File: src/rtl/adzs_pkg.sv
// ----------------------------------------------------------------------------
// adzs_pkg
// Shared types and constants for the analog axis deadzone scaler.
// ----------------------------------------------------------------------------
package adzs_pkg;

    localparam int DEF_SAMPLE_BITS = 12;
    localparam int DIV_STAGES      = 8;

    localparam logic [7:0] AXIS_CENTER  = 8'h80;
    localparam logic [7:0] AXIS_LOW_TOP = 8'h7F;
    localparam logic [7:0] AXIS_HI_BASE = 8'h81;
    localparam logic [7:0] AXIS_FULL    = 8'hFF;
    localparam logic [7:0] AXIS_ONE     = 8'h01;
    localparam logic [7:0] AXIS_ZERO    = 8'h00;

    localparam logic [7:0] RST_RANGE_LOW  = 8'd0;
    localparam logic [7:0] RST_RANGE_HIGH = 8'd255;
    localparam logic [7:0] RST_REST_POINT = 8'd128;
    localparam logic [7:0] RST_DEAD_WIDTH = 8'd15;
    localparam logic [7:0] RST_EDGE_TRIM  = 8'd4;

    typedef enum logic [2:0] {
        REG_RANGE_LOW    = 3'd0,
        REG_RANGE_HIGH   = 3'd1,
        REG_REST_POINT   = 3'd2,
        REG_DEAD_WIDTH   = 3'd3,
        REG_EDGE_TRIM    = 3'd4,
        REG_REVERSE_AXIS = 3'd5,
        REG_TRIGGER_MODE = 3'd6
    } cfg_reg_t;

    typedef struct packed {
        logic [7:0] range_low;
        logic [7:0] range_high;
        logic [7:0] rest_point;
        logic [7:0] dead_width;
        logic [7:0] edge_trim;
        logic       reverse_axis;
        logic       trigger_mode;
    } cfg_t;

    // Payload after region selection: interpolation window and endpoints
    typedef struct packed {
        logic       direct;
        logic [7:0] value;
        logic [7:0] s;
        logic [7:0] lo;
        logic [7:0] hi;
        logic [7:0] a;
        logic [7:0] b;
    } sel_t;

    // Payload travelling along the divider cells
    typedef struct packed {
        logic       direct;
        logic [7:0] value;
        logic       neg;
        logic [7:0] span;
        logic [7:0] rem;
        logic [7:0] work;
    } div_t;

endpackage

File: src/rtl/adzs_front.sv
// ----------------------------------------------------------------------------
// adzs_front
// Sample reduction, region selection and the numerator multiply.
// ----------------------------------------------------------------------------
module adzs_front
    import adzs_pkg::*;
#(
    parameter int SAMPLE_BITS = DEF_SAMPLE_BITS
)
(
    input  logic                   clk,
    input  logic                   rst_n,
    input  cfg_t                   cfg,
    input  logic                   up_valid,
    input  logic [SAMPLE_BITS-1:0] sample,
    output logic                   up_ready,
    output logic                   down_valid,
    output div_t                   down_data,
    input  logic                   down_ready
);

    logic       sel_valid_reg;
    sel_t       sel_reg;
    sel_t       sel_next;
    logic       sel_ready;
    logic       mul_valid_reg;
    div_t       mul_reg;
    div_t       mul_next;
    logic       mul_ready;

    logic [7:0] s;
    logic [8:0] s9;
    logic [8:0] floor9;
    logic [8:0] c_plus_d;
    logic [8:0] s_plus_d;
    logic [7:0] mag;
    logic       neg;
    logic [15:0] prod;

    assign s        = sample[SAMPLE_BITS-1 -: 8];
    assign s9       = {1'b0, s};
    assign floor9   = {1'b0, cfg.range_low} + {1'b0, cfg.dead_width};
    assign c_plus_d = {1'b0, cfg.rest_point} + {1'b0, cfg.dead_width};
    assign s_plus_d = s9 + {1'b0, cfg.dead_width};

    always_comb
    begin
        sel_next        = '0;
        sel_next.s      = s;
        sel_next.direct = 1'b0;
        sel_next.value  = AXIS_ZERO;
        if (cfg.trigger_mode)
        begin
            sel_next.lo = floor9[7:0];
            sel_next.hi = cfg.range_high - cfg.edge_trim;
            sel_next.a  = cfg.reverse_axis ? AXIS_FULL : AXIS_ONE;
            sel_next.b  = cfg.reverse_axis ? AXIS_ONE : AXIS_FULL;
            if (s9 <= floor9)
            begin
                sel_next.direct = 1'b1;
                sel_next.value  = AXIS_ZERO;
            end
        end
        else if ((s_plus_d > {1'b0, cfg.rest_point}) && (s9 < c_plus_d))
        begin
            sel_next.direct = 1'b1;
            sel_next.value  = AXIS_CENTER;
        end
        else if (s < cfg.rest_point)
        begin
            sel_next.lo = cfg.range_low + cfg.edge_trim;
            sel_next.hi = cfg.rest_point - cfg.dead_width;
            sel_next.a  = cfg.reverse_axis ? AXIS_FULL : AXIS_ZERO;
            sel_next.b  = cfg.reverse_axis ? AXIS_HI_BASE : AXIS_LOW_TOP;
        end
        else if (s > cfg.rest_point)
        begin
            sel_next.lo = c_plus_d[7:0];
            sel_next.hi = cfg.range_high - cfg.edge_trim;
            sel_next.a  = cfg.reverse_axis ? AXIS_LOW_TOP : AXIS_HI_BASE;
            sel_next.b  = cfg.reverse_axis ? AXIS_ZERO : AXIS_FULL;
        end
        else
        begin
            sel_next.direct = 1'b1;
            sel_next.value  = AXIS_CENTER;
        end
    end

    // Clamp, zero span, then form |x - lo| * |b - a|
    assign neg  = sel_reg.b < sel_reg.a;
    assign mag  = neg ? (sel_reg.a - sel_reg.b) : (sel_reg.b - sel_reg.a);
    assign prod = 16'(sel_reg.s - sel_reg.lo) * 16'(mag);

    always_comb
    begin
        mul_next        = '0;
        mul_next.neg    = neg;
        mul_next.span   = sel_reg.hi - sel_reg.lo;
        mul_next.rem    = prod[15:8];
        mul_next.work   = prod[7:0];
        mul_next.value  = sel_reg.a;
        mul_next.direct = 1'b0;
        if (sel_reg.direct)
        begin
            mul_next.direct = 1'b1;
            mul_next.value  = sel_reg.value;
        end
        else if (sel_reg.s < sel_reg.lo)
        begin
            mul_next.direct = 1'b1;
            mul_next.value  = sel_reg.a;
        end
        else if (sel_reg.s > sel_reg.hi)
        begin
            mul_next.direct = 1'b1;
            mul_next.value  = sel_reg.b;
        end
        else if (sel_reg.hi == sel_reg.lo)
        begin
            mul_next.direct = 1'b1;
            mul_next.value  = sel_reg.a;
        end
    end

    assign mul_ready = !mul_valid_reg || down_ready;
    assign sel_ready = !sel_valid_reg || mul_ready;
    assign up_ready  = sel_ready;

    always_ff @(posedge clk or negedge rst_n)
    begin
        if (!rst_n)
        begin
            sel_valid_reg <= 1'b0;
            mul_valid_reg <= 1'b0;
        end
        else
        begin
            if (sel_ready)
            begin
                sel_valid_reg <= up_valid;
            end
            if (mul_ready)
            begin
                mul_valid_reg <= sel_valid_reg;
            end
        end
    end

    always_ff @(posedge clk)
    begin
        if (sel_ready && up_valid)
        begin
            sel_reg <= sel_next;
        end
        if (mul_ready && sel_valid_reg)
        begin
            mul_reg <= mul_next;
        end
    end

    assign down_valid = mul_valid_reg;
    assign down_data  = mul_reg;

endmodule

File: src/rtl/adzs_div_cell.sv
// ----------------------------------------------------------------------------
// adzs_div_cell
// One restoring-division cell: develops one quotient bit per beat.
// ----------------------------------------------------------------------------
module adzs_div_cell
    import adzs_pkg::*;
(
    input  logic clk,
    input  logic rst_n,
    input  logic up_valid,
    input  div_t up_data,
    output logic up_ready,
    output logic down_valid,
    output div_t down_data,
    input  logic down_ready
);

    logic       valid_reg;
    div_t       data_reg;
    div_t       data_next;
    logic [8:0] trial;
    logic       qbit;

    // Shift in the next dividend bit, subtract the span where it fits
    assign trial = {up_data.rem, up_data.work[7]};
    assign qbit  = trial >= {1'b0, up_data.span};

    always_comb
    begin
        data_next      = up_data;
        data_next.rem  = qbit ? 8'(trial - {1'b0, up_data.span}) : trial[7:0];
        data_next.work = {up_data.work[6:0], qbit};
    end

    assign up_ready = !valid_reg || down_ready;

    always_ff @(posedge clk or negedge rst_n)
    begin
        if (!rst_n)
        begin
            valid_reg <= 1'b0;
        end
        else if (up_ready)
        begin
            valid_reg <= up_valid;
        end
    end

    always_ff @(posedge clk)
    begin
        if (up_ready && up_valid)
        begin
            data_reg <= data_next;
        end
    end

    assign down_valid = valid_reg;
    assign down_data  = data_reg;

    a_rem_below_span: assert property (@(posedge clk) disable iff (!rst_n)
        valid_reg && !data_reg.direct |-> data_reg.rem < data_reg.span)
        else $error("partial remainder not below span");

endmodule

File: src/rtl/analog_axis_deadzone_scaler.sv
// ----------------------------------------------------------------------------
// analog_axis_deadzone_scaler
// Converter sample to axis byte with deadzone and clamped linear scaling.
// ----------------------------------------------------------------------------
// Channel  Direction  Handshake          Payload
// in       sink       in_valid/in_stall  raw_sample[SAMPLE_BITS-1:0]
// out      source     out_valid/out_stall axis_value[7:0]
// cfg      sink       cfg_valid/cfg_ready cfg_index[2:0], cfg_data[7:0]
//
// One sample accepted per cycle while in_stall is low; on its way to out_valid each
// passes two front stages, one cell per quotient bit (8) and the output register.
// Throughput is one beat a cycle while out_stall does not hold the pipeline.
// Reset clears all valids and loads the register reset values.
// out_stall holds the output beat; bubbles upstream still fill before
// in_stall rises. cfg_ready is always high.
// ----------------------------------------------------------------------------
module analog_axis_deadzone_scaler
    import adzs_pkg::*;
#(
    parameter int SAMPLE_BITS = DEF_SAMPLE_BITS
)
(
    input  logic                   clk,
    input  logic                   rst_n,
    input  logic                   in_valid,
    output logic                   in_stall,
    input  logic [SAMPLE_BITS-1:0] raw_sample,
    output logic                   out_valid,
    input  logic                   out_stall,
    output logic [7:0]             axis_value,
    input  logic                   cfg_valid,
    output logic                   cfg_ready,
    input  logic [2:0]             cfg_index,
    input  logic [7:0]             cfg_data
);

    cfg_t       cfg_reg;
    logic       front_ready;
    logic       cell_valid [DIV_STAGES+1];
    div_t       cell_data  [DIV_STAGES+1];
    logic       cell_ready [DIV_STAGES+1];
    logic       out_valid_reg;
    logic [7:0] out_value_reg;
    logic [7:0] out_value_next;
    logic       out_ready;
    div_t       last;

    assign cfg_ready = 1'b1;

    always_ff @(posedge clk or negedge rst_n)
    begin
        if (!rst_n)
        begin
            cfg_reg.range_low    <= RST_RANGE_LOW;
            cfg_reg.range_high   <= RST_RANGE_HIGH;
            cfg_reg.rest_point   <= RST_REST_POINT;
            cfg_reg.dead_width   <= RST_DEAD_WIDTH;
            cfg_reg.edge_trim    <= RST_EDGE_TRIM;
            cfg_reg.reverse_axis <= 1'b0;
            cfg_reg.trigger_mode <= 1'b0;
        end
        else if (cfg_valid && cfg_ready)
        begin
            unique case (cfg_index)
                REG_RANGE_LOW:    cfg_reg.range_low    <= cfg_data;
                REG_RANGE_HIGH:   cfg_reg.range_high   <= cfg_data;
                REG_REST_POINT:   cfg_reg.rest_point   <= cfg_data;
                REG_DEAD_WIDTH:   cfg_reg.dead_width   <= cfg_data;
                REG_EDGE_TRIM:    cfg_reg.edge_trim    <= cfg_data;
                REG_REVERSE_AXIS: cfg_reg.reverse_axis <= cfg_data[0];
                REG_TRIGGER_MODE: cfg_reg.trigger_mode <= cfg_data[0];
                default:          ;
            endcase
        end
    end

    adzs_front #(
        .SAMPLE_BITS (SAMPLE_BITS)
    ) u_front (
        .clk        (clk),
        .rst_n      (rst_n),
        .cfg        (cfg_reg),
        .up_valid   (in_valid),
        .sample     (raw_sample),
        .up_ready   (front_ready),
        .down_valid (cell_valid[0]),
        .down_data  (cell_data[0]),
        .down_ready (cell_ready[0])
    );

    assign in_stall = !front_ready;

    for (genvar i = 0; i < DIV_STAGES; i++)
    begin : g_cell
        adzs_div_cell u_cell (
            .clk        (clk),
            .rst_n      (rst_n),
            .up_valid   (cell_valid[i]),
            .up_data    (cell_data[i]),
            .up_ready   (cell_ready[i]),
            .down_valid (cell_valid[i+1]),
            .down_data  (cell_data[i+1]),
            .down_ready (cell_ready[i+1])
        );
    end

    // Apply the sign of (b - a) to the quotient and add the start point
    assign last           = cell_data[DIV_STAGES];
    assign out_value_next = last.direct ? last.value :
                            (last.neg ? (last.value - last.work)
                                      : (last.value + last.work));

    assign out_ready              = !out_valid_reg || !out_stall;
    assign cell_ready[DIV_STAGES] = out_ready;

    always_ff @(posedge clk or negedge rst_n)
    begin
        if (!rst_n)
        begin
            out_valid_reg <= 1'b0;
        end
        else if (out_ready)
        begin
            out_valid_reg <= cell_valid[DIV_STAGES];
        end
    end

    always_ff @(posedge clk)
    begin
        if (out_ready && cell_valid[DIV_STAGES])
        begin
            out_value_reg <= out_value_next;
        end
    end

    assign out_valid  = out_valid_reg;
    assign axis_value = out_value_reg;

    a_stall_only_when_full: assert property (@(posedge clk) disable iff (!rst_n)
        in_stall |-> (out_valid && out_stall))
        else $error("input stalled while output side free");

    a_out_from_last_cell: assert property (@(posedge clk) disable iff (!rst_n)
        $rose(out_valid) |-> $past(cell_valid[DIV_STAGES]))
        else $error("output beat without a finished cell beat");

endmodule
File: config.mk
export PLATFORM = sky130hd
export DESIGN_NAME = analog_axis_deadzone_scaler
export DESIGN_NICKNAME = d
export VERILOG_FILES = /design/src/rtl/adzs_pkg.sv /design/src/rtl/adzs_front.sv /design/src/rtl/adzs_div_cell.sv /design/src/rtl/analog_axis_deadzone_scaler.sv
export SDC_FILE = /design/constraint.sdc
export NUM_CORES = 1
export LEC_CHECK = 0
export BUFFER_PORTS_ARGS = -buffer_cell sky130_fd_sc_hd__buf_2
export CORE_UTILIZATION = 40
export DETAILED_ROUTE_END_ITERATION = 10
export PLACE_DENSITY = 0.61
export SLEW_MARGIN = 20
export SYNTH_ARGS = -nofsm -noshare
export SYNTH_HDL_FRONTEND = slang
export SYNTH_SLANG_ARGS = --single-unit
File: constraint.sdc
create_clock -name clk -period 10.16 [get_ports clk]
set_input_delay 1.016 -clock clk [delete_from_list [all_inputs] [get_ports clk]]
set_output_delay 1.016 -clock clk [all_outputs]
set_load 0.02 [all_outputs]
# Yosys cells after proc, flatten, opt, wreduce, memory -nomap -nowiden
# Cells that the tools add are included.
# W data, S select, Z words.
dict set report classes {
  magnitude_cmp 16
  n_addsub 19
  n_reduce_logical 45
  eq_ne 7
  n_mul 1
  n_mux 29
}
# cell n
set op_table {}
lappend op_table {{$mux W8} 19}
lappend op_table {{$mux W32} 4}
lappend op_table {{$sub A8 B8 Y8} 13}
lappend op_table {{$ge A9 B8 Y1} 8}
lappend op_table {{$mux W9} 6}
lappend op_table {{$add A8 B8 Y9} 3}
lappend op_table {{$lt A8 B8 Y1} 3}
lappend op_table {{$add A8 B8 Y8} 2}
lappend op_table {{$gt A8 B8 Y1} 2}
lappend op_table {{$mul A16 B8 Y16} 1}
lappend op_table {{$reduce_and A2 Y1} 7}
lappend op_table {{$logic_not A1 Y1} 13}
lappend op_table {{$logic_and A1 B1 Y1} 12}
lappend op_table {{$logic_or A1 B1 Y1} 11}
lappend op_table {{$eq A3 B3 Y1 const B} 3}
lappend op_table {{$gt A9 B8 Y1} 1}
lappend op_table {{$le A8 B9 Y1} 1}
lappend op_table {{$lt A8 B9 Y1} 1}
lappend op_table {{$sub A8 B8 Y9} 1}
lappend op_table {{$eq A8 B8 Y1} 1}
lappend op_table {{$eq A3 B2 Y1 const B} 2}
lappend op_table {{$eq A3 B1 Y1 const B} 1}
lappend op_table {{$logic_not A3 Y1} 1}
lappend op_table {{$reduce_or A3 Y1} 1}
dict set report word_totals {
  ff_bits 400
  inputBits 28
  word_cells 195
  output_inout_bits 11
}

# Depth between registers and ports, before layout
dict set report logic_depth {
  ltp_word 13
  depth_mapped 25
  mapped_depth_nobuf 23
}

# Modules after synthesis
# Synthesis repeated with hierarchy kept, for this count alone.
dict set report hier_totals {
  cells_unflattened 1944
  area_unflattened_um2 23939.2
}
# mod cells_per_inst instances area_per_inst_um2 seq_area_each_um2
set modules_own_cells {}
lappend modules_own_cells {{adzs_div_cell at g_cell[0].u_cell ...} 104 6 1604.0 1046.0}
lappend modules_own_cells {adzs_front 928 1 8670.8 1881.8}
lappend modules_own_cells {analog_axis_deadzone_scaler 177 1 2449.8 1333.8}
lappend modules_own_cells {{adzs_div_cell at g_cell[6].u_cell} 108 1 1609.0 1046.0}
lappend modules_own_cells {{adzs_div_cell at g_cell[7].u_cell} 107 1 1585.3 1046.0}

# Worst setup path after synthesis
# No wires, ideal clock.
dict set report synth_timing {
  path_kind {reg2reg}
  startpoint {register u_front.sel_reg[0] (netlist bit)}
  endpoint {register u_front.mul_reg, in the netlist u_front.down_data[13] (data pin)}
  setup_time_ns 0.135
  stages_incl_launch_ff 26
  slack_ns 4.039
  required_time_ns 10.025
  path_buffers 2
  t_arrival_ns 5.987
  synth_period_minus_slack_ns 6.121
  cell_sequence {edfxtp_1 > inv_1 > ha_1 > inv_1 > fa_1 > a21o_1 > a21oi_1 > mux2i_1 > clkbuf_1 > clkbuf_1 > nor2_1 > fa_1 > inv_1 > fa_1 > inv_1 > fa_1 > inv_1 > fa_1 > inv_1 > ha_1 > o21a_1 > o31a_1 > o211ai_1 > a21oi_1 > or4_1 > nand3_1}
}
# element line_no
set synth_lines {}
lappend synth_lines {{start: declaration} adzs_front.sv:23} ;# sel_t sel_reg;
lappend synth_lines {{start signal: assignment} adzs_front.sv:154} ;# sel_reg <= sel_next;
lappend synth_lines {{end signal: assignment} adzs_front.sv:158} ;# mul_reg <= mul_next;
lappend synth_lines {{end: declaration} adzs_front.sv:27} ;# div_t mul_reg;

==> run metrics <==
status complete, no violations; Pins Over Slew Limit 0; Cell Rows between 80 and 90; post-synthesis cell type count 77; Async S/R FF share, synth 0.157; Crit path required time approximately 10,000 ps; CTS tree built; first-pass GRT wire length 67,800 microns; Synth Cell Area ~0.021 sq mm; total negative setup slack 0 ps; largest net degree at the start of global routing 54; DP HPWL between 30,000 and 40,000 microns; area grow syn2layout 10.7%; Mapped Nets between 2,000 and 2,500; fraction of synthesized area in multiplexers 0.0461; Worst-Margin Slew about 1100 ps; number of synthesized flops with an enable pin about 290; drt pass-1 iters 6; Initial Utilization 0.406; global routing usage on met2 0.269; Crit Path Category flip-flop to flip-flop; All-Layer GR Usage 0.156; Worst slew margin 0.286; GR Util met3 0.0341; R2R cell count 22; Port Buf Inserts 33; adder-cell area share of the yosys netlist 0.189; Worst-path clk slew approximately 60 ps; number of global-route vias before repair between 10,000 and 15,000; max reg flops between 200 and 250; worst r2r dst u_front.down_data[14]$_DFFE_PP_; combinational family with the most area after synthesis adder cells; post-CTS setup repair buffer count 0; die height roughly 230 microns; Total Die Area 0.0543 sq mm; Critical Path End u_front.down_data[14]$_DFFE_PP_; I/O pins 39; vias per inst 5.15; hold-critical path depth 0; Wirelength per Cell 15.8 microns; endpoints failing setup 0; Die X around 230 microns; fin nets between 2,000 and 2,500; Critical Path AT around 7000 ps; sequential share of the synthesized area 0.464; hold buffer count at CTS 0; drt drc 0; post-cts sizing count 0; final wirelength slightly above 40,000 microns; Clock Skews between 20 and 30 ps; Critical Path Max Stage Delay about 640 ps; Cell Chain, Critical Path inv_1 > ha_1 > inv_1 > fa_1 > a21o_1 > a21oi_1 > mux2i_1 > buf_4 > nor2_1 > inv_1 > fa_1 > fa_1 > inv_1 > fa_1 > inv_1 > fa_1 > inv_1 > ha_1 > and3_1 > a311o_1 > a21oi_1 > xnor2_1; Avg Synthesized Cell Area 11.6 sq um; Compound-Gate Fraction of Synth Area 0.118; Critical Path End Type flip-flop; vias after detailed routing about 14,000; drt initial violations 743; xor/xnor cell area share of the yosys netlist 0.0316; minimum clock period approximately 6600 ps; Final GP Congestion roughly 0.88; Post-Synth Simple-Gate Area 0.0985; R2R Path Start u_front.sel_reg[0]$_SDFFCE_PP1P_; max-cap viol count 0; HP Class flip-flop to flip-flop; Sink Count about 340; Hold Violations, Final 0; Core Region 0.0527 sq mm; grt peak-use layer met2; unrepaired setup endpoints after global routing no; clk buf depth 3; ys flop type edfxtp_1; startpoint types flip-flop; htree depth 2; Worst path most repeated cell inv_1; Crit Path Max Fanout 21; CTS Buf Count 37; CTS root buf clkbuf_16; latest clock arrival within the worst-skew pair approximately 560 ps; Reg2Reg Setup Slack between 3000 and 4000 ps; CP startpoint u_front.sel_reg[0]$_SDFFCE_PP1P_; Ant. Diodes 0; initial antenna violation count 0; Max Fclk 152 MHz; Mapped Cells ~1,800; CP max stage cell fa_1; grt ovf 0; Tcrit/Tclk final 0.649; share of layout cells above drive strength 1 0.125; Seq cells post-synth around 340; yosys synthesis warning count 0; Final ANT Viol Nets 0; M1 GR Usage 0.198
## cells in the final DEF, fill, tap and decap left out, types with 11 or more instances in the layout
| master | Yosys | final |
|---|---|---|
| nand3_1 | 17 | 17 |
| nor3_1 | 34 | 33 |
| o211ai_1 | 20 | 20 |
| buf_2 | 2 | 33 |
| nor2b_1 | 24 | 22 |
| or3_1 | 14 | 14 |
| fa_1 | 77 | 77 |
| o21a_1 | 27 | 27 |
| clkbuf_16 | 0 | 38 |
| dfstp_2 | 14 | 14 |
| clkbuf_1 | 13 | 12 |
| nand2b_1 | 19 | 19 |
| dfrtp_1 | 39 | 39 |
| nor2_1 | 141 | 141 |
| and2_1 | 11 | 11 |
| or2_2 | 23 | 23 |
| a211oi_1 | 14 | 14 |
| nand2_1 | 69 | 69 |
| o21ai_0 | 82 | 82 |
| buf_4 | 3 | 14 |
| o31ai_1 | 11 | 11 |
| a21o_1 | 23 | 23 |
| xor2_1 | 23 | 23 |
| xnor2_1 | 54 | 54 |
| mux2i_1 | 23 | 23 |
| mux2_2 | 67 | 67 |
| nand4_1 | 23 | 23 |
| ha_1 | 200 | 200 |
| inv_1 | 270 | 270 |
| a21oi_1 | 65 | 65 |
| edfxtp_1 | 285 | 285 |
## logic make-up (layout without fill, tap and decap cells)
kind of cell,after synthesis,in the layout
simple gates,415,415
compound gates,353,353
flops,338,338
buf+inv,291,383
fa+ha+maj,277,277
mux,90,90
xor+xnor,77,77
other cells,1,1
## synth_stat cells (9+ instances only)
| cell type | instances | area [sq um] |
|---|---|---|
| o21bai_1 | 10 | 75.1 |
| dfrtp_1 | 39 | 976 |
| or4_1 | 10 | 75.1 |
| o31ai_1 | 11 | 82.6 |
| or3_1 | 14 | 87.6 |
| nand3_1 | 17 | 85.1 |
| edfxtp_1 | 285 | 8560 |
| o31a_1 | 9 | 78.8 |
| nor2b_1 | 24 | 150 |
| mux2i_1 | 23 | 230 |
| inv_1 | 270 | 1010 |
| xnor2_1 | 54 | 473 |
| nor2_1 | 141 | 529 |
| o21a_1 | 27 | 203 |
| nand2_1 | 69 | 259 |
| ha_1 | 200 | 2500 |
| o211ai_1 | 20 | 150 |
| nor3_1 | 34 | 170 |
| a31oi_1 | 11 | 68.8 |
| xor2_1 | 23 | 201 |
| a21boi_0 | 10 | 75.1 |
| nand2b_1 | 19 | 119 |
| fa_1 | 77 | 1540 |
| a21oi_1 | 65 | 325 |
| and2_1 | 11 | 68.8 |
| nand4_1 | 23 | 144 |
| o21ai_0 | 82 | 410 |
| dfstp_2 | 14 | 368 |
| clkbuf_1 | 13 | 48.8 |
| mux2_2 | 67 | 754 |
| a211oi_1 | 14 | 105 |
| a21o_1 | 23 | 173 |
| or2_2 | 23 | 144 |
## layer usage
metal	up-vias	share of wire
met5	-	0
met4	0	0.017
met3	53	0.049
met2	214	0.49
met1	6566	0.44
li1	6683	-
## area by class of cell
type                    count  area, sq um
clock buffers              54         1040
clock inverters            12          186
fillers                  4807        29000
inverters                 270         1010
multi-input cells        1213        10400
flip-flops and latches    338         9900
well taps                 688          861
repair buffers             47          270
## how the worst min path moves through the flow
stage | from | endpoint | slack [ps]
after floorplan | u_front.down_data[0]$_DFFE_PP_ | g_cell[0].u_cell.down_data[1]$_DFFE_PP_ | 400
after global placement | g_cell[4].u_cell.down_data[5]$_DFFE_PP_ | g_cell[5].u_cell.down_data[6]$_DFFE_PP_ | 400
after detailed placement | u_front.down_data[5]$_DFFE_PP_ | g_cell[0].u_cell.down_data[6]$_DFFE_PP_ | 400
after CTS | u_front.down_data[2]$_DFFE_PP_ | g_cell[0].u_cell.down_data[3]$_DFFE_PP_ | 420
after global routing | g_cell[5].u_cell.down_data[6]$_DFFE_PP_ | g_cell[6].u_cell.down_data[7]$_DFFE_PP_ | 420
final | g_cell[2].u_cell.down_data[4]$_DFFE_PP_ | g_cell[3].u_cell.down_data[5]$_DFFE_PP_ | 410
## critical path: cells and delay by family (launching register included)
family                     cells  cell delay (ps)
AOI/OAI and AO/OA              4             1050
xor gates and xnor gates       1               90
adders and majority gates      7             3250
buffers and inverters          7              750
DFF                            1              390
muxes                          1              130
and+or+nand+nor                2              660
## metrics by stage
stage	cells	area, sq um	hold slack [ps]	util	setup slack (ps)
6_report	2622	23600	415	0.449	3560
5_1_grt	2622	23600	420	0.449	3170
4_1_cts	2622	23600	415	0.449	3530
3_5_place_dp	2556	22400	405	0.425	3590
3_3_place_gp	2556	22400	401	0.425	3670
2_1_floorplan	1842	21400	400	-	4040
Power is not shown: default switching activity piles up to over one toggle a cycle in this logic, so the estimate is an artifact.
